## src/hdl/ric_pkg.sv

```systemverilog
// ----------------------------------------------------------------------------
// ric_pkg
// Types and constants shared by the RGB correlation block.
// ----------------------------------------------------------------------------
package ric_pkg;

  localparam int unsigned MaxPixels = 262144;
  localparam int unsigned CntW      = 19;
  localparam int unsigned FracBits  = 14;
  localparam int unsigned QW        = FracBits + 1;
  localparam int unsigned SumW      = 26;
  localparam int unsigned SqW       = 34;
  localparam int unsigned MulW      = 52;
  localparam int unsigned ProdW     = 2 * MulW;
  localparam int unsigned CandW     = ProdW + 2 * FracBits + 4;
  localparam int unsigned MulCntW   = 6;
  localparam int unsigned StepW     = 4;
  localparam int unsigned OpW       = 3;
  localparam int unsigned Recip3    = 43691;   // ceil(2^17 / 3)
  localparam int unsigned Recip3Sh  = 17;

  typedef enum logic [OpW-1:0] {
    OpNSxx  = 3'd0,
    OpSxSx  = 3'd1,
    OpNSyy  = 3'd2,
    OpSySy  = 3'd3,
    OpNSxy  = 3'd4,
    OpSxSy  = 3'd5,
    OpVxVy  = 3'd6,
    OpMagSq = 3'd7
  } mul_op_e;

  typedef enum logic [1:0] {
    LnIdle   = 2'd0,
    LnMul    = 2'd1,
    LnSearch = 2'd2,
    LnDone   = 2'd3
  } lane_st_e;

  typedef struct packed {
    logic [7:0] ref_red;
    logic [7:0] ref_green;
    logic [7:0] ref_blue;
    logic [7:0] sample_red;
    logic [7:0] sample_green;
    logic [7:0] sample_blue;
    logic       last_pixel;
  } pix_word_t;

  typedef struct packed {
    logic signed [15:0] corr_red;
    logic signed [15:0] corr_green;
    logic signed [15:0] corr_blue;
    logic signed [15:0] corr_mean;
    logic               defined;
  } corr_word_t;

  typedef struct packed {
    logic          neg;
    logic [QW-1:0] mag;
    logic          zero_var;
  } lane_res_t;

endpackage

```

## src/hdl/ric_lane.sv

```systemverilog
// ----------------------------------------------------------------------------
// ric_lane
// One color channel: sums, shift-add multiplier, bitwise ratio search.
// ----------------------------------------------------------------------------
module ric_lane (
  input  logic                     clk_i,
  input  logic                     rst_ni,
  input  logic                     acc_en_i,
  input  logic [7:0]               x_i,
  input  logic [7:0]               y_i,
  input  logic [ric_pkg::CntW-1:0] n_i,
  input  logic                     go_i,
  output logic                     done_o,
  output ric_pkg::lane_res_t       res_o
);
  import ric_pkg::*;

  lane_st_e st_q, st_d;

  logic [SumW-1:0]  sx_q, sy_q;
  logic [SqW-1:0]   sxy_q, sxx_q, syy_q;

  logic [OpW-1:0]     op_q;
  logic [MulCntW-1:0] mcnt_q;
  logic [ProdW-1:0]   mc_q, acc_q;
  logic [MulW-1:0]    mp_q;
  logic [ProdW-1:0]   prod_fin;
  logic [MulW-1:0]    prod_lo;

  logic [MulW-1:0]  t_q, vx_q, vy_q, mag_q;
  logic             neg_q;
  logic [ProdW-1:0] d_q;

  logic [CandW-1:0] p_q, a_q, b_q, tt_q, cand;
  logic [StepW-1:0] k_q;
  logic [QW-1:0]    q_q;

  logic [OpW-1:0] sel;
  logic [MulW-1:0] opa, opb;
  logic mul_last, srch_last;

  assign mul_last  = (mcnt_q == MulCntW'(MulW - 1));
  assign srch_last = (k_q == '0);
  assign prod_fin  = acc_q + (mp_q[0] ? mc_q : '0);
  assign prod_lo   = prod_fin[MulW-1:0];
  assign cand      = p_q + a_q + b_q;

  // Operands of the next product
  assign sel = go_i ? OpW'(OpNSxx) : OpW'(op_q + 1'b1);
  always_comb begin
    opa = '0;
    opb = '0;
    case (mul_op_e'(sel))
      OpNSxx:  begin opa = MulW'(n_i);  opb = MulW'(sxx_q); end
      OpSxSx:  begin opa = MulW'(sx_q); opb = MulW'(sx_q);  end
      OpNSyy:  begin opa = MulW'(n_i);  opb = MulW'(syy_q); end
      OpSySy:  begin opa = MulW'(sy_q); opb = MulW'(sy_q);  end
      OpNSxy:  begin opa = MulW'(n_i);  opb = MulW'(sxy_q); end
      OpSxSy:  begin opa = MulW'(sx_q); opb = MulW'(sy_q);  end
      OpVxVy:  begin opa = vx_q;        opb = vy_q;         end
      OpMagSq: begin opa = mag_q;       opb = mag_q;        end
      default: begin opa = '0;          opb = '0;           end
    endcase
  end

  always_comb begin
    st_d = st_q;
    case (st_q)
      LnIdle:   if (go_i) st_d = LnMul;
      LnMul:    if (mul_last && op_q == OpW'(OpMagSq)) st_d = LnSearch;
      LnSearch: if (srch_last) st_d = LnDone;
      LnDone:   st_d = LnIdle;
      default:  st_d = LnIdle;
    endcase
  end

  always_comb begin
    done_o = (st_q == LnDone);
    res_o.neg      = neg_q;
    res_o.mag      = q_q;
    res_o.zero_var = (vx_q == '0) || (vy_q == '0);
  end

  always_ff @(posedge clk_i or negedge rst_ni) begin
    if (!rst_ni) begin
      st_q  <= LnIdle;
      sx_q  <= '0;
      sy_q  <= '0;
      sxy_q <= '0;
      sxx_q <= '0;
      syy_q <= '0;
    end else begin
      st_q <= st_d;
      if (st_q == LnDone) begin
        sx_q  <= '0;
        sy_q  <= '0;
        sxy_q <= '0;
        sxx_q <= '0;
        syy_q <= '0;
      end else if (acc_en_i) begin
        sx_q  <= sx_q + SumW'(x_i);
        sy_q  <= sy_q + SumW'(y_i);
        sxy_q <= sxy_q + SqW'({8'd0, x_i} * {8'd0, y_i});
        sxx_q <= sxx_q + SqW'({8'd0, x_i} * {8'd0, x_i});
        syy_q <= syy_q + SqW'({8'd0, y_i} * {8'd0, y_i});
      end
    end
  end

  // Datapath, no reset needed
  always_ff @(posedge clk_i) begin
    if (go_i || (st_q == LnMul && mul_last && op_q != OpW'(OpMagSq))) begin
      op_q   <= sel;
      mcnt_q <= '0;
      acc_q  <= '0;
      mc_q   <= ProdW'(opa);
      mp_q   <= opb;
    end else if (st_q == LnMul) begin
      acc_q  <= prod_fin;
      mc_q   <= mc_q << 1;
      mp_q   <= mp_q >> 1;
      mcnt_q <= mcnt_q + 1'b1;
    end

    if (st_q == LnMul && mul_last) begin
      case (mul_op_e'(op_q))
        OpNSxx, OpNSyy, OpNSxy: t_q <= prod_lo;
        OpSxSx:  vx_q <= t_q - prod_lo;
        OpSySy:  vy_q <= t_q - prod_lo;
        OpSxSy: begin
          neg_q <= (t_q < prod_lo);
          mag_q <= (t_q < prod_lo) ? (prod_lo - t_q) : (t_q - prod_lo);
        end
        OpVxVy:  d_q <= prod_fin;
        OpMagSq: begin
          tt_q <= CandW'(prod_fin) << (2 * FracBits);
          b_q  <= CandW'(d_q) << (2 * FracBits);
          a_q  <= '0;
          p_q  <= '0;
          q_q  <= '0;
          k_q  <= StepW'(FracBits);
        end
        default: t_q <= t_q;
      endcase
    end

    // One quotient bit per cycle: test (q + 2^k)^2 * D <= T
    if (st_q == LnSearch) begin
      if (cand <= tt_q) begin
        p_q    <= cand;
        a_q    <= (a_q + (b_q << 1)) >> 1;
        q_q[k_q] <= 1'b1;
      end else begin
        a_q <= a_q >> 1;
      end
      b_q <= b_q >> 2;
      k_q <= k_q - 1'b1;
    end
  end

endmodule

```

## config.mk

```make
export PLATFORM = sky130hd
export DESIGN_NAME = ric_lane
export DESIGN_NICKNAME = d
export VERILOG_FILES = /design/src/hdl/ric_pkg.sv /design/src/hdl/ric_lane.sv
export SDC_FILE = /design/constraint.sdc
export NUM_CORES = 2
export LEC_CHECK = 0
export BUFFER_PORTS_ARGS = -buffer_cell sky130_fd_sc_hd__clkbuf_2
export CAP_MARGIN = 5
export CORE_UTILIZATION = 45
export DETAILED_ROUTE_END_ITERATION = 8
export PLACE_DENSITY_LB_ADDON = 0.12
export SETUP_SLACK_MARGIN = 0.2
export SLEW_MARGIN = 0
export SYNTH_ARGS = -nofsm -noshare
export SYNTH_HDL_FRONTEND = slang
export SYNTH_SLANG_ARGS = --single-unit
```

## constraint.sdc

```tcl
create_clock -name clk_i -period 11 [get_ports clk_i]
set_input_delay 3.3 -clock clk_i [delete_from_list [all_inputs] [get_ports clk_i]]
set_output_delay 3.3 -clock clk_i [all_outputs]
set_load 0.02 [all_outputs]
```

* Word-level counts from Yosys, hierarchy flattened
Cells that the tools add are included.
Storage, ports and cells: register bits after elaboration 1267, bits in latches 0, bits in writable memories 0, bits in read-only memories 0, bits of input ports 39, output and inout port bits 18, word-level logic and storage cells 140, memories 0
Cells by class: add/sub/neg operators 14, multiply operators 3, divide/modulo/power cells 0, order comparisons 4, equal/unequal tests 22, shift-type cells 0, multiplexer cells 43, bitwise gates (word level) 1, reductions and logical operators 28
Operators with widths (count):
- $mux 136 | 7
- $pmux 52 s7 | 1
- $mux 134 | 2
- $mux 52 | 5
- $pmux 52 s5 | 1
- $mux 34 | 6
- $add 136x134->136 | 1
- $add 136x135->136 | 1
- $add 136x136->136 | 1
- $le 136x132->1 | 1
- $mux 135 | 1
- $mux 132 | 1
- $add 104x104->104 | 1
- $logic_not 52->1 | 2
- $mux 104 | 1
- $mux 26 | 4
- $sub 52x52->52 | 2
- $add 34x16->34 | 3
- $mux 15 | 4
- $add 26x8->26 | 2
- $lt 52x52->1 | 1
- $mul 8x8->16 | 3
- $eq 3x3->1 const B | 8
- $or 15x15->15 | 1
- 28 further kinds | 55

* Depth between registers and ports, before layout
depth after elaboration 7, gate-level depth with buffers 36, depth with buffers taken out 32

* Least setup slack after synthesis
OpenSTA, ideal clock, no wires.
kind reg-to-reg, start point register st_q[0], end point register a_q[0], enable pin, setup time 0.681 ns, arrival time 7.881 ns, data required time 10.319 ns, slack 2.438 ns, cell stages (with the launch flop) 7, buffers on the path 3, period minus slack after synthesis 8.562 ns, cell sequence dfrtp_1 inv_1 ha_1 clkbuf_1 clkbuf_1 clkbuf_1 nand2b_1
Between the ends: word-level cells in the longest chain between the ends 4, elaborated cells on any way between the ends 6, those cells by class eq/ne (2); reduce/logical (4)
Ends and longest elaborated chain:
- start, declared | RTL line ric_lane.sv:18 | lane_st_e st_q, st_d;
- start signal, assigned | RTL line ric_lane.sv:86 | st_q <= LnIdle;
- start signal, assigned | RTL line ric_lane.sv:93 | st_q <= st_d;
- $eq 2x1->1 | RTL line ric_lane.sv:125 | if (st_q == LnMul && mul_last) begin
- $logic_and 1x1->1 | RTL line ric_lane.sv:125
- $reduce_bool 2->1 (no source line)
- $reduce_and 2->1 (no source line) *
- end signal, assigned | RTL line ric_lane.sv:151 | a_q <= (a_q + (b_q << 1)) >> 1;
- end signal, assigned | RTL line ric_lane.sv:154 | a_q <= a_q >> 1;
- end, declared | RTL line ric_lane.sv:34 | logic [CandW-1:0] p_q, a_q, b_q, tt_q, cand;
Every way passes the cells marked *; elsewhere a longest branch is shown, timed or not. A chain may end at the register's enable or synchronous reset.

* Final worst setup path
start point register a_q[1], end point register a_q[102], data pin
Between the ends: word-level cells in the longest chain between the ends 5, elaborated cells on any way between the ends 6, those cells by class add/sub (3); order compare (1); mux (2)
Ends and longest elaborated chain:
- $add 136x136->136 | RTL line ric_lane.sv:46 | assign cand = p_q + a_q + b_q;
- $add 136x134->136 | RTL line ric_lane.sv:46
- $le 136x132->1 | RTL line ric_lane.sv:149 | if (cand <= tt_q) begin
- $mux 135 * | RTL line ric_lane.sv:149
- $mux 136 * | RTL line ric_lane.sv:148 | if (st_q == LnSearch) begin
Marks and branches as above.

==> out/results.ini <==
[detailed_routing]
wirelength_mm=290.8
met3WireLength_mm=17.68
highest_layer=met4
vias=73759
wl_per_cell_um=23.50
drt_iter0_drc=6600
via_per_inst=5.960
met2_length_mm=129.0
met1Wirelength_mm=136.6
dr.pass1.iters=7
ant_nets=0
drc=0

[worst_setup_path]
startpoint=a_q[1]
crit_family=compound AO/OA/AOI/OAI gates
critPathMaxStageDelay_ns=0.66
crit_top_cell=buf_4
cp_data_required_time_ns=11.63
cp-end-kind=flop
crit_buf_inv=7
r2r-start=a_q[1]
crit_path_start_kind=flop
path_max_fanout=38
arrival_ns=10.97
ff2ff_setup_slack_ns=0.66
crit_type=reg2reg
critPathSlowestCell=o31ai_1

[place]
gp_congestion=0.9773
hpwlAfterDp_mm=225.0
dpl.cell_count=12087
post-place-ws_ns=0.6654
portBuffers=56

[hold_path]
hp-class=reg2reg
hp-start=q_q[0]

[die]
coreArea_sq_mm=0.2025
rows=165
fp.dieW_um=453.7
dieArea_sq_mm=0.2058
ios=57
die_h_um=453.7
start_util_pct=45.33

[grt]
antenna_found_initial=12
grt_max_degree=148
grt_pass1_vias=72682
grt_pass1_wl_mm=448.4
globalRouteTotalUtil_pct=28.08
gr-total-overflow=0

[cells_and_area]
area_delta_synth_final_pct=8.949
fill_cells=18833
layout_commonest_cell=a21oi_1
final_cells=12375
mostFrequentLayoutCells=833 x a21oi_1, 822 x nand2_1, 820 x nor2_1, 795 x edfxtp_1, 731 x ha_1
layout-drive-gt1-share_pct=6.289
nets=10610

[flow_run]
maxCapViolations=0

[clocking]
htree_levels=4
clockRootBuffer=clkbuf_16
cts_sinks=1264
cts_tree=built
clk_pin_slew_ns=0.06
clock_latency_ns=0.86
ctsLongestPathBuffers=3
numCtsBuffers=153
post-cts-setup-buffer-count=0

[sta]
hold_viol=0
min_period_over_period_pct=93.96
slew_viol_final=0
rsz0062_at_grt=false
tns_ns=0
finClkSkew_ns=0.08142
tightest_slew_ns=1.280
fin_crit_ns=10.34
setup_viol=0
maxSlewHeadroom_pct=14.04
setup_ws_ns=0.6642
max_freq_mhz=96.75

[synth]
syn_inst=9741
ys_seq_elements=1264
synth_fp_nets=10781
syn-cell-area_sq_mm=0.09181
synth_edf_count=795
synthFlopType=edfxtp_1
yosysWarningCount=0
synthArstFlopShare_pct=12.34
syn_area_per_cell_sq_um=9.425
yosysSeqAreaShare_pct=37.08
ys_types=87

[run_status]
status=finished, final reports clean

==> worst paths after layout <==
path                       cells after the start        to
max in group asynchronous                      2   st_q[1]
min reg2reg                                    2    q_q[0]
max reg2reg                                   35  a_q[102]
max                                           35  a_q[102]
min                                            2    q_q[0]
min in group asynchronous                      1  syy_q[9]
==> sequential cells by signal (all words and copies together) (netlist names), 104 cells and up <==
name   count
p_q      136
a_q      135
b_q      132
acc_q    104
d_q      104
mc_q     104
tt_q     104
==> cell type report <==
cell class | instances | area [sq um] | share of cell area [%]
antenna | 3 | 7.507 | 0.007506
timing repair buffer | 173 | 1393 | 1.392
inverter | 552 | 2085 | 2.084
clock buffer | 203 | 4304 | 4.303
multi-input combinational | 7426 | 53830 | 53.82
sequential | 1264 | 34040 | 34.04
clock inverter | 82 | 1012 | 1.012
tap | 2672 | 3343 | 3.343
==> per-layer routing <==
layer | vias to the layer above | global-route usage (%)
met5 | - | 0
met4 | 0 | 7.612
met3 | 379 | 3.536
met2 | 2346 | 43.35
met1 | 36307 | 41.16
li1 | 34727 | -
==> repair_timing <==
item / CTS / global route
setup endpoints to repair: 0 / 3
gates resized for setup: 0 / 1
hold buffers: 0 / 0
==> cell families (layout without fill, tap and decap cells) <==
kind of cell             count (synthesis)  in the layout  share of synthesized area, %
AND/OR/NAND/NOR                       2970           2970                         15.36
AO/OA/AOI/OAI                         2439           2439                         16.84
flip-flops                            1264           1264                         37.08
buffers and inverters                 1051           1010                         4.458
adder cells (fa/ha/maj)               1001           1001                         15.83
XOR/XNOR                               580            580                         5.533
multiplexers                           436            436                         4.902
other                                    0              3                             0
==> cell usage after synthesis, types with 22 or more instances <==
master | n | area [sq um]
buf_2 | 22 | 110.1
nand2_1 | 823 | 3089
and2_1 | 236 | 1476
ha_1 | 734 | 9184
nor3_1 | 101 | 505.5
nor4_1 | 60 | 375.4
mux2_2 | 109 | 1227
a21o_1 | 300 | 2252
o31ai_1 | 34 | 255.2
dfrtp_1 | 156 | 3904
a41oi_1 | 30 | 262.8
o21ai_0 | 468 | 2342
fa_1 | 267 | 5345
nand3_1 | 274 | 1371
or3_1 | 36 | 225.2
edfxtp_1 | 795 | 23870
o21a_1 | 49 | 367.9
a222oi_1 | 34 | 340.3
mux2i_1 | 327 | 3273
nor2b_1 | 183 | 1145
clkbuf_1 | 426 | 1599
inv_1 | 549 | 2061
dfxtp_1 | 313 | 6266
a21boi_0 | 27 | 202.7
o21bai_1 | 134 | 1006
xnor2_1 | 344 | 3013
buf_1 | 30 | 112.6
nand4_1 | 240 | 1501
a22oi_1 | 122 | 915.9
nor2_1 | 824 | 3093
a21oi_1 | 833 | 4169
and3_1 | 63 | 394.1
a211oi_1 | 60 | 450.4
a31oi_1 | 72 | 450.4
nand2b_1 | 49 | 306.5
xor2_1 | 236 | 2067
a221oi_1 | 26 | 227.7
o211ai_1 | 38 | 285.3
==> tightest hold or removal path: cells and delay by family, from the launching register on <==
family	cells	cell delay (ns)
flops	1	0.33
compound gates	1	0.06
simple gates	1	0.05
==> stage by stage <==
stage | hold WS (ns) | util [%] | area, sq um
3_5_place_dp | 0.4500 | 46.76 | 94690
4_1_cts | 0.4729 | 49.38 | 100000
3_3_place_gp | 0.4566 | 46.76 | 94690
6_report | 0.4723 | 49.39 | 100000
2_1_floorplan | 0.4439 | - | 91810
5_1_grt | 0.4955 | 49.39 | 100000
Power is not shown: default switching activity piles up to over one toggle a cycle in this logic, so the estimate is an artifact.
