<file path="src/hdl/ric_pkg.sv">
// ----------------------------------------------------------------------------
// ric_pkg
// Types and constants shared by the RGB correlation block.
// ----------------------------------------------------------------------------
package ric_pkg;

  localparam int unsigned MaxPixels = 262144;
  localparam int unsigned CntW      = 19;
  localparam int unsigned FracBits  = 14;
  localparam int unsigned QW        = FracBits + 1;
  localparam int unsigned SumW      = 26;
  localparam int unsigned SqW       = 34;
  localparam int unsigned MulW      = 52;
  localparam int unsigned ProdW     = 2 * MulW;
  localparam int unsigned CandW     = ProdW + 2 * FracBits + 4;
  localparam int unsigned MulCntW   = 6;
  localparam int unsigned StepW     = 4;
  localparam int unsigned OpW       = 3;
  localparam int unsigned Recip3    = 43691;   // ceil(2^17 / 3)
  localparam int unsigned Recip3Sh  = 17;

  typedef enum logic [OpW-1:0] {
    OpNSxx  = 3'd0,
    OpSxSx  = 3'd1,
    OpNSyy  = 3'd2,
    OpSySy  = 3'd3,
    OpNSxy  = 3'd4,
    OpSxSy  = 3'd5,
    OpVxVy  = 3'd6,
    OpMagSq = 3'd7
  } mul_op_e;

  typedef enum logic [1:0] {
    LnIdle   = 2'd0,
    LnMul    = 2'd1,
    LnSearch = 2'd2,
    LnDone   = 2'd3
  } lane_st_e;

  typedef struct packed {
    logic [7:0] ref_red;
    logic [7:0] ref_green;
    logic [7:0] ref_blue;
    logic [7:0] sample_red;
    logic [7:0] sample_green;
    logic [7:0] sample_blue;
    logic       last_pixel;
  } pix_word_t;

  typedef struct packed {
    logic signed [15:0] corr_red;
    logic signed [15:0] corr_green;
    logic signed [15:0] corr_blue;
    logic signed [15:0] corr_mean;
    logic               defined;
  } corr_word_t;

  typedef struct packed {
    logic          neg;
    logic [QW-1:0] mag;
    logic          zero_var;
  } lane_res_t;

endpackage

</file>
<file path="src/hdl/ric_merge.sv">
// ----------------------------------------------------------------------------
// ric_merge
// Combines the three lane results into signed words and their mean.
// ----------------------------------------------------------------------------
module ric_merge (
  input  logic                  clk_i,
  input  logic                  rst_ni,
  input  logic                  go_i,
  input  logic                  over_i,
  input  ric_pkg::lane_res_t    red_i,
  input  ric_pkg::lane_res_t    green_i,
  input  ric_pkg::lane_res_t    blue_i,
  output logic                  valid_o,
  output ric_pkg::corr_word_t   corr_o
);
  import ric_pkg::*;

  logic               ok;
  logic signed [15:0] qr, qg, qb;
  logic signed [16:0] sum;
  logic [15:0]        sum_mag;
  logic [32:0]        scaled;
  logic [15:0]        mean_mag;
  logic               valid_q;
  corr_word_t         corr_q;

  assign ok = !over_i && !red_i.zero_var && !green_i.zero_var && !blue_i.zero_var;

  always_comb begin
    qr = red_i.neg   ? -$signed(16'(red_i.mag))   : $signed(16'(red_i.mag));
    qg = green_i.neg ? -$signed(16'(green_i.mag)) : $signed(16'(green_i.mag));
    qb = blue_i.neg  ? -$signed(16'(blue_i.mag))  : $signed(16'(blue_i.mag));
    if (!ok) begin
      qr = '0;
      qg = '0;
      qb = '0;
    end
    sum      = 17'(qr) + 17'(qg) + 17'(qb);
    sum_mag  = sum[16] ? 16'(-sum) : 16'(sum);
    scaled   = 33'(sum_mag) * 33'(Recip3);
    mean_mag = 16'(scaled >> Recip3Sh);
  end

  always_ff @(posedge clk_i or negedge rst_ni) begin
    if (!rst_ni) begin
      valid_q <= 1'b0;
    end else begin
      valid_q <= go_i;
    end
  end

  always_ff @(posedge clk_i) begin
    if (go_i) begin
      corr_q.corr_red   <= qr;
      corr_q.corr_green <= qg;
      corr_q.corr_blue  <= qb;
      corr_q.corr_mean  <= sum[16] ? -$signed(mean_mag) : $signed(mean_mag);
      corr_q.defined    <= ok;
    end
  end

  assign valid_o = valid_q;
  assign corr_o  = corr_q;

endmodule

</file>
<file path="config.mk">
export PLATFORM = sky130hd
export DESIGN_NAME = ric_merge
export DESIGN_NICKNAME = d
export VERILOG_FILES = /design/src/hdl/ric_pkg.sv /design/src/hdl/ric_merge.sv
export SDC_FILE = /design/constraint.sdc
export NUM_CORES = 1
export LEC_CHECK = 0
export BUFFER_PORTS_ARGS = -buffer_cell sky130_fd_sc_hd__buf_2
export CORE_AREA = 2 2 154 156
export DETAILED_ROUTE_END_ITERATION = 8
export DIE_AREA = 0 0 156 158
export PLACE_DENSITY = 0.67
export SLEW_MARGIN = 0
export SYNTH_ARGS = -nofsm -noshare
export SYNTH_HDL_FRONTEND = slang
export SYNTH_SLANG_ARGS = --single-unit
</file>
<file path="constraint.sdc">
create_clock -name clk_i -period 0.8 [get_ports clk_i]
set_input_delay 0.08 -clock clk_i [delete_from_list [all_inputs] [get_ports clk_i]]
set_output_delay 0.08 -clock clk_i [all_outputs]
set_load 0.005 [all_outputs]
</file>
### Yosys cells after proc, flatten, opt, wreduce, memory -nomap -nowiden

Index checks and enable logic that the tools add are counted.

* latch bits: 0
* ROM bits: 0
* memory bits (writable): 0
* output and inout bits: 66
* register bits after elaboration: 66
* bits of input ports: 55
* word-level logic and storage cells: 30
* memories: 0

* add/sub/neg operators: 7
* divide/modulo/power cells: 0
* shift operators: 0
* bitwise logic cells: 0
* equal/unequal tests: 0
* reduce and logical (&&, ||, !) cells: 7
* $mul: 1
* mux-type cells: 8
* $lt $le $gt $ge: 0

Operator list (number)
* $mux W16: 7
* $neg A15 Y16: 4
* $mul A16 B16 Y32 const B: 1
* $add A16 B16 Y17: 1
* $add A17 B16 Y17: 1
* $neg A16 Y16: 1
* $mux W15: 1
* $logic_not A1 Y1: 4
* $logic_and A1 B1 Y1: 3

### Longest topological paths before layout

Gate-level depths: netlist of run 1.

* depth after elaboration: 12
* mapped depth: 44
* mapped depth without buffers: 44

### Least setup slack after synthesis of run 1

No wires, ideal clock.

* kind: input to register
* start: in green_i[2] (netlist name)
* end: reg corr_q (netlist bit corr_o[13]) (data pin)
* path buffers: 2
* library setup time: 0.262 ns
* stages: 42
* data required time: 0.538 ns
* arrival: 9.754 ns
* setup slack: -9.216 ns
* cell sequence: inv_1 > ha_1 > nand2_1 > or3_1 > or3_1 > or4_1 > o21ai_0 > xor2_1 > nand2b_1 > fa_1 > inv_1 > ha_1 > and4_4 > nand3_2 > or3_4 > nand3_2 > nand2_2 > clkbuf_1 > [... 6 more ...] > inv_1 > fa_1 > fa_1 > inv_1 > fa_1 > inv_1 > ha_1 > clkbuf_1 > o21ai_0 > nand2b_1 > o2bb2ai_1 > or4_1 > or3_1 > and3_4 > nor3_4 > nand3b_4 > o31ai_2 > xnor2_1

* cells in the longest elaborated chain, start to end: 10

RTL lines
* from (decl): line ric_merge.sv:11 `input ric_pkg::lane_res_t green_i,`
* $neg A15 Y16: line ric_merge.sv:31 `qg = green_i.neg ? -$signed(16'(green_i.mag)) : $signed(16'(green_i.mag));`
* $mux W16 (*): line ric_merge.sv:31
* $mux W16 (*): line ric_merge.sv:33 `if (!ok) begin`
* $add A16 B16 Y17 (*): line ric_merge.sv:38 `sum = 17'(qr) + 17'(qg) + 17'(qb);`
* $add A17 B16 Y17 (*): line ric_merge.sv:38
* $neg A16 Y16: line ric_merge.sv:39 `sum_mag = sum[16] ? 16'(-sum) : 16'(sum);`
* $mux W16: line ric_merge.sv:39
* $mul A16 B16 Y32: line ric_merge.sv:40 `scaled = 33'(sum_mag) * 33'(Recip3);`
* $neg A15 Y16: line ric_merge.sv:57 `corr_q.corr_mean <= sum[16] ? -$signed(mean_mag) : $signed(mean_mag);`
* $mux W15 (*): line ric_merge.sv:57
* to (decl): line ric_merge.sv:25 `corr_word_t corr_q;`

Mark *: on every way between the ends. The rest lies on a longest branch, timed or not.
A chain may end at the register's enable or synchronous reset.

### Final worst setup path of run 1

Same ends and word-level chain as after synthesis.

==> results.sh, run 1 <==
export IMPL_final_layout_size_suffix_gt1_share_pct=53.68
export IMPL_dpl_cell_area_um2=14860
export IMPL_clockBufferDepth=2
export IMPL_wl_per_cell_um=20.02
export IMPL_postSynth_asyncResetShare_pct=1.515
export IMPL_antenna_violations_before_repair=0
export IMPL_start_util_pct=44.94
export IMPL_detail_route_antenna_nets=0
export IMPL_fin_setup_tns_ps=-176330
export IMPL_clock_root_buffer="clkbuf_16"
export IMPL_final_period_utilization_pct=1187
export IMPL_p_per_area_nw_per_um2=2820
export IMPL_critPathRequiredTime_ps=880
export IMPL_final_nets=1925
export IMPL_final_core_util_pct=74.00
export IMPL_dpl_worst_slack_ps=-9261
export IMPL_clk_pin_slew_worst_setup_hold_paths_ps=70
export IMPL_final_period_minus_worst_setup_slack_ps=9494
export IMPL_tightestPinTransition_ps=665.6
export IMPL_setup_slack_of_the_critical_path_after_layout_ps=-8694
export IMPL_slew_headroom_pct=55.16
export IMPL_htree_num_levels=3
export IMPL_min_path_type="input port to asynchronous set/reset pin"
export IMPL_first_global_vias=10920
export IMPL_drv_cap=0
export IMPL_fmax_mhz=105.3
export IMPL_drt_vias_per_instance=5.445
export IMPL_detail_route_wirelength_um=38490
export IMPL_final_count_of_hold_timing_violations=0
export IMPL_wire_length_of_the_first_global_routing_pass_um=55630
export IMPL_timing_critical_path_from_type="input port"
export IMPL_dieHeight_um=158
export IMPL_i_o_pin_total=121
export IMPL_synthFlopType="edfxtp_1"
export IMPL_vdd_ir_drop_max_mv=3.454
export IMPL_holdWs_ps=30.90
export IMPL_critical_path_max_stage_delay_ps=600
export IMPL_sequential_cell_area_um2=1977
export IMPL_rsz_0062_raised_after_global_routing="yes"
export IMPL_slowest_stage="fa_1"
export IMPL_cellLeakagePower_nw=8.395
export IMPL_die_area_um2=24650
export IMPL_violations="negative setup slack"
export IMPL_remaining_drc_errors=0
export IMPL_synth_area_um2=10360
export IMPL_multi_input_combinational_cell_area_um2=9498
export IMPL_drt_pre_antenna_iters=5
export IMPL_cp_data_arrival_time_ps=9580
export IMPL_tritoncts="yes"
export IMPL_worstSetupEndpointType="flip-flop"
export IMPL_numPortBuffers=120
export IMPL_final_layout_fill_cell_count=1422
export IMPL_globalRoute_totalOverflow=0
export IMPL_setup_viol=131
export IMPL_global_route_usage_total_pct=29.23
export IMPL_cts_sink_count=66
export IMPL_die_x_um=156
export IMPL_status="complete, but fails checks"
export IMPL_syn2layout_area_growth_pct=64.66
export IMPL_post_syn_nets=1406
export IMPL_criticalPathCategory="input port to flip-flop"
export IMPL_synth_lib_cells_used_distinct=82
export IMPL_routed_via_count=10470
export IMPL_grt_max_degree=33
export IMPL_gpl_final_weighted_congestion=0.9296
export IMPL_final_design_area_no_fill_um2=17060
export IMPL_cts_buffers=9
export IMPL_crit_fanout=7
export IMPL_number_of_flops_mapped_to_enable_cells_by_yosys=65
export IMPL_synth_warn=0
export IMPL_ys_seq_area_share_pct=19.08
export IMPL_hpwlAfterDp_um=28000
export IMPL_num_antenna_cells=0
export IMPL_netlist_instances=1108
export IMPL_post_synth_cell_area_avg_um2=9.350
export IMPL_core_rowCount=56
export IMPL_placeableCoreArea_um2=23050
export IMPL_finalMaxSlewViolations=0
export IMPL_postSynthRegisterBits=66
export IMPL_drt_initial_drc_count=646
## worst max-delay path, delay by kind of cell
family                   cells  cell delay (ps)
multiplexers                 2              560
XOR/XNOR                     3              420
adder cells (fa/ha/maj)      9             3520
buffers and inverters        9             1160
AO/OA/AOI/OAI                8             1640
AND/OR/NAND/NOR             10             2180
## cells in the final DEF, fill, tap and decap left out, types with 30 or more instances in the layout
cell type,n
a21oi_1,33
ha_1,112
buf_2,107
nand2_1,40
ha_4,30
fa_1,92
xor2_1,38
inv_1,186
inv_2,32
edfxtp_1,65
buf_6,63
buf_4,344
## worst max-delay path by stage
stage	start	endpoint	slack (ps)	cells past startpoint
final	green_i[2]	corr_o[13]$_DFFE_PP_	-8690	41
after CTS	green_i[1]	corr_o[14]$_DFFE_PP_	-8480	39
after global placement	green_i[2]	corr_o[16]$_SDFFCE_PP0P_	-9090	41
after floorplan	green_i[2]	corr_o[15]$_DFFE_PP_	-8630	42
after detailed placement	green_i[2]	corr_o[16]$_SDFFCE_PP0P_	-9260	42
after global routing	green_i[2]	corr_o[13]$_DFFE_PP_	-8950	39
## final cells by class
| class | count | share of cell area [%] |
|---|---|---|
| well taps | 290 | 2.127 |
| clock inverters | 7 | 0.3154 |
| clock buffers | 9 | 1.320 |
| inverters | 223 | 5.098 |
| repair buffers | 528 | 23.87 |
| flip-flops and latches | 66 | 11.59 |
| multi-input cells | 799 | 55.68 |
## Yosys cell counts, types with 4 or more instances
master / count / share of area, %
a21o_1: 20 / 1.4
nor3_1: 16 / 0.77
a21o_2: 4 / 0.34
o21bai_1: 6 / 0.43
clkbuf_1: 15 / 0.54
and3_1: 9 / 0.54
xnor2_1: 39 / 3.3
o21ai_1: 8 / 0.39
a31oi_1: 4 / 0.24
a211oi_1: 8 / 0.58
o21ai_0: 34 / 1.6
nand2_1: 66 / 2.4
xor2_1: 54 / 4.6
edfxtp_1: 65 / 19
fa_1: 96 / 19
nor2_1: 57 / 2.1
nor2b_1: 5 / 0.30
nand3_1: 12 / 0.58
o31ai_2: 4 / 0.48
o211ai_1: 8 / 0.58
a21oi_1: 49 / 2.4
mux2i_1: 5 / 0.48
o31ai_1: 17 / 1.2
or3_1: 15 / 0.91
nand4_1: 12 / 0.72
or4_1: 8 / 0.58
inv_1: 223 / 8.1
nand2b_1: 20 / 1.2
ha_1: 147 / 18
## cells by family (layout without fill, tap and decap cells)
kind of cell | count (synthesis) | count (layout) | share of synthesized area [%]
AOI/OAI and AO/OA | 196 | 196 | 13.14
xor gates and xnor gates | 96 | 96 | 8.333
adders and majority gates | 243 | 243 | 36.30
buffers and inverters | 244 | 767 | 9.118
DFF | 66 | 66 | 19.08
muxes | 6 | 6 | 0.5918
and+or+nand+nor | 257 | 258 | 13.43
## state kept, by name (all words and copies together) (netlist names)
register and cells:
corr_o 65, valid_o 1
## timing repair
item / CTS / global route
setup buffers: 24 / 38
endpoints found under the hold margin: 1 / 0
resized for setup: 177 / 110
hold buffers: 1 / 0
pin swaps: 83 / 52
setup endpoints to repair: 131 / 131
gates cloned: 1 / 0
## power by group
group / internal (mW) / total (mW) / switching [mW]
registers: 4.61 / 4.78 / 0.171
clock network: 2.13 / 3.88 / 1.75
logic: 19.3 / 39.4 / 20.2
## per-layer routing
layer  wire length [um]  vias to the layer above  global-route usage (%)  share of wire, %
li1                   -                     4793                       -                 -
met1              15190                     5155                   36.25                39
met2              19480                      393                   53.08                51
met3               2079                      125                   4.024               5.4
met4               1742                        0                   8.563               4.5
met5                  0                        -                       0                 0
## metrics by stage
| step | cells | power [mW] |
|---|---|---|
| 4_1_cts | 1890 | 45.49 |
| 2_1_floorplan | 1108 | 25.19 |
| 5_1_grt | 1922 | 51.40 |
| 3_5_place_dp | 1850 | 38.00 |
| 6_report | 1922 | 48.11 |
| 3_3_place_gp | 1850 | 37.61 |
Note: power is estimated with default switching activity, not from simulation.
==> run 2, diff against run 1 <==
--- a/config.mk
+++ b/config.mk
@@ -6,10 +6,12 @@
 export NUM_CORES = 1
 export LEC_CHECK = 0
 export BUFFER_PORTS_ARGS = -buffer_cell sky130_fd_sc_hd__buf_2
-export CORE_AREA = 2 2 154 156
+export CELL_PAD_IN_SITES_DETAIL_PLACEMENT = 0
+export CELL_PAD_IN_SITES_GLOBAL_PLACEMENT = 2
+export CORE_AREA = 2 2 176 178
 export DETAILED_ROUTE_END_ITERATION = 8
-export DIE_AREA = 0 0 156 158
-export PLACE_DENSITY = 0.67
+export DIE_AREA = 0 0 178 180
+export PLACE_DENSITY_LB_ADDON = 0.1
 export SLEW_MARGIN = 0
 export SYNTH_ARGS = -nofsm -noshare
 export SYNTH_HDL_FRONTEND = slang
==> run 2 against run 1 <==
- power rose by 5.3%
- setup slack improved by 140 ps
- the flow still finishes with violations (negative setup slack)
- clock-buffer cell count rose by 1
- die area rose by 30%
- first-iteration DRC count fell by 64%
- sequential share of layout area fell by 0.12 points
- fmax rose by 1.5%
- combinational power rose by 7.1%
==> results.sh, run 2 (synthesized netlist as in run 1, its figures left out) <==
export IMPL_global_route_usage_total_pct=22.23
export IMPL_numPortBuffers=120
export IMPL_final_nets=1920
export IMPL_numPlacedInstances=1957
export IMPL_final_period_minus_worst_setup_slack_ps=9353
export IMPL_cts_buffers=9
export IMPL_fmax_mhz=106.9
export IMPL_finalNonFillerCells=2023
export IMPL_start_util_pct=34.32
export IMPL_detail_route_antenna_nets=0
export IMPL_slowest_stage="fa_1"
export IMPL_cp_buffers_inverters=8
export IMPL_most_frequent_standard_cell_in_the_layout_excluding_fill_and_tap_cells="buf_4"
export IMPL_num_antenna_cells=0
export IMPL_die_area_um2=32040
export IMPL_fin_setup_tns_ps=-169850
export IMPL_cts_sink_count=66
export IMPL_largest_reg_flops=65
export IMPL_htree_num_levels=3
export IMPL_core_rowCount=64
export IMPL_critPathRequiredTime_ps=880
export IMPL_grt_max_degree=42
export IMPL_first_global_vias=10490
export IMPL_wire_length_of_the_first_global_routing_pass_um=54840
export IMPL_detail_route_wirelength_um=34110
export IMPL_routed_via_count=9637
export IMPL_slew_headroom_pct=56.65
export IMPL_p_per_area_nw_per_um2=2939
export IMPL_timing_critical_path_from_type="input port"
export IMPL_drt_pre_antenna_iters=4
export IMPL_clk_pin_slew_worst_setup_hold_paths_ps=60
export IMPL_hpwlAfterDp_um=29020
export IMPL_layout_common_cells="buf_4, inv_1, buf_2"
export IMPL_syn2layout_area_growth_pct=66.36
export IMPL_vdd_ir_drop_max_mv=3.053
export IMPL_cp_data_arrival_time_ps=9440
export IMPL_i_o_pin_total=121
export IMPL_wl_per_cell_um=16.86
export IMPL_drv_cap=0
export IMPL_placeableCoreArea_um2=30190
export IMPL_clock_root_buffer="clkbuf_16"
export IMPL_dieHeight_um=180
export IMPL_status="complete, but fails checks"
export IMPL_worstSetupEndpointType="flip-flop"
export IMPL_gpl_final_weighted_congestion=0.8894
export IMPL_violations="negative setup slack"
export IMPL_drt_vias_per_instance=4.764
export IMPL_holdWs_ps=43.07
export IMPL_final_count_of_hold_timing_violations=0
export IMPL_remaining_drc_errors=0
export IMPL_rsz_0062_raised_after_global_routing="yes"
export IMPL_critical_path_max_stage_delay_ps=540
export IMPL_clockBufferDepth=2
export IMPL_path_common_cell="fa_1"
export IMPL_final_core_util_pct=57.09
export IMPL_cellLeakagePower_nw=8.392
export IMPL_criticalPathCategory="input port to flip-flop"
export IMPL_die_x_um=178
export IMPL_antenna_violations_before_repair=0
export IMPL_globalRoute_totalOverflow=0
export IMPL_final_layout_fill_cell_count=2666
export IMPL_final_layout_size_suffix_gt1_share_pct=53.72
export IMPL_worst_path_dominant_cell_family="adder cells"
export IMPL_crit_fanout=5
export IMPL_design_power_total_mw=50.66
export IMPL_setup_slack_of_the_critical_path_after_layout_ps=-8553
export IMPL_tightestPinTransition_ps=645.3
export IMPL_setup_viol=131
export IMPL_drt_initial_drc_count=233
export IMPL_final_period_utilization_pct=1169
export IMPL_finalMaxSlewViolations=0
export IMPL_min_path_type="input port to asynchronous set/reset pin"
export IMPL_tritoncts="yes"
[run 2: cell count changes in the layout (fill, tap and decap cells not counted), moves of 4 or more]
cell,before,now
ha_1,112,108
buf_6,63,74
buf_4,344,325
ha_4,30,35
nor2_2,15,11
buf_12,8,13
o21ai_1,6,10
[run 2: cell type report]
type	instances	area, um^2	share of cell area (%)
sequential	66	1977	11.47
timing repair buffer	524	4119	23.90
multi-input combinational	798	9504	55.14
clock buffer	10	229.0	1.328
tap	396	495.5	2.875
clock inverter	6	33.78	0.1960
inverter	223	877.1	5.089
[run 2: where the power goes]
part | total, mW | leakage (nW) | internal, mW | switching, mW
clock network | 3.70 | 0.126 | 2.07 | 1.62
registers | 4.75 | 0.632 | 4.62 | 0.138
logic | 42.2 | 7.63 | 21.0 | 21.2
[run 2: final timing paths]
check                           start                    to  slack [ps]  depth (start not counted)
worst max-delay path       green_i[2]  corr_o[11]$_DFFE_PP_       -8550                         43
worst min-delay path           rst_ni     valid_o$_DFF_PN0_          40                          2
max in group asynchronous      rst_ni     valid_o$_DFF_PN0_         670                          2
min in group clk_i               go_i     valid_o$_DFF_PN0_         160                          2
[run 2: timing repair]
action	4_1_cts	5_1_grt
pin swaps	136	70
buffers inserted	43	25
gates resized for setup	235	79
hold endpoints to repair	1	0
hold buffers	1	0
endpoints found under the setup margin	131	131
[run 2: per-layer routing]
layer	GRT usage, %	vias to the layer above	part of all wire, %
met3	2.940	45	3.4
met1	26.16	4646	41
met4	7.475	0	3.2
li1	-	4770	-
met5	0	-	0
met2	41.01	176	53
[run 2: through the flow]
stage | area (um^2) | setup slack [ps]
after global routing | 17240 | -8911
after floorplan | 11500 | -8629
final | 17240 | -8553
after CTS | 16830 | -8557
after detailed placement | 15060 | -9309
after global placement | 15060 | -9198
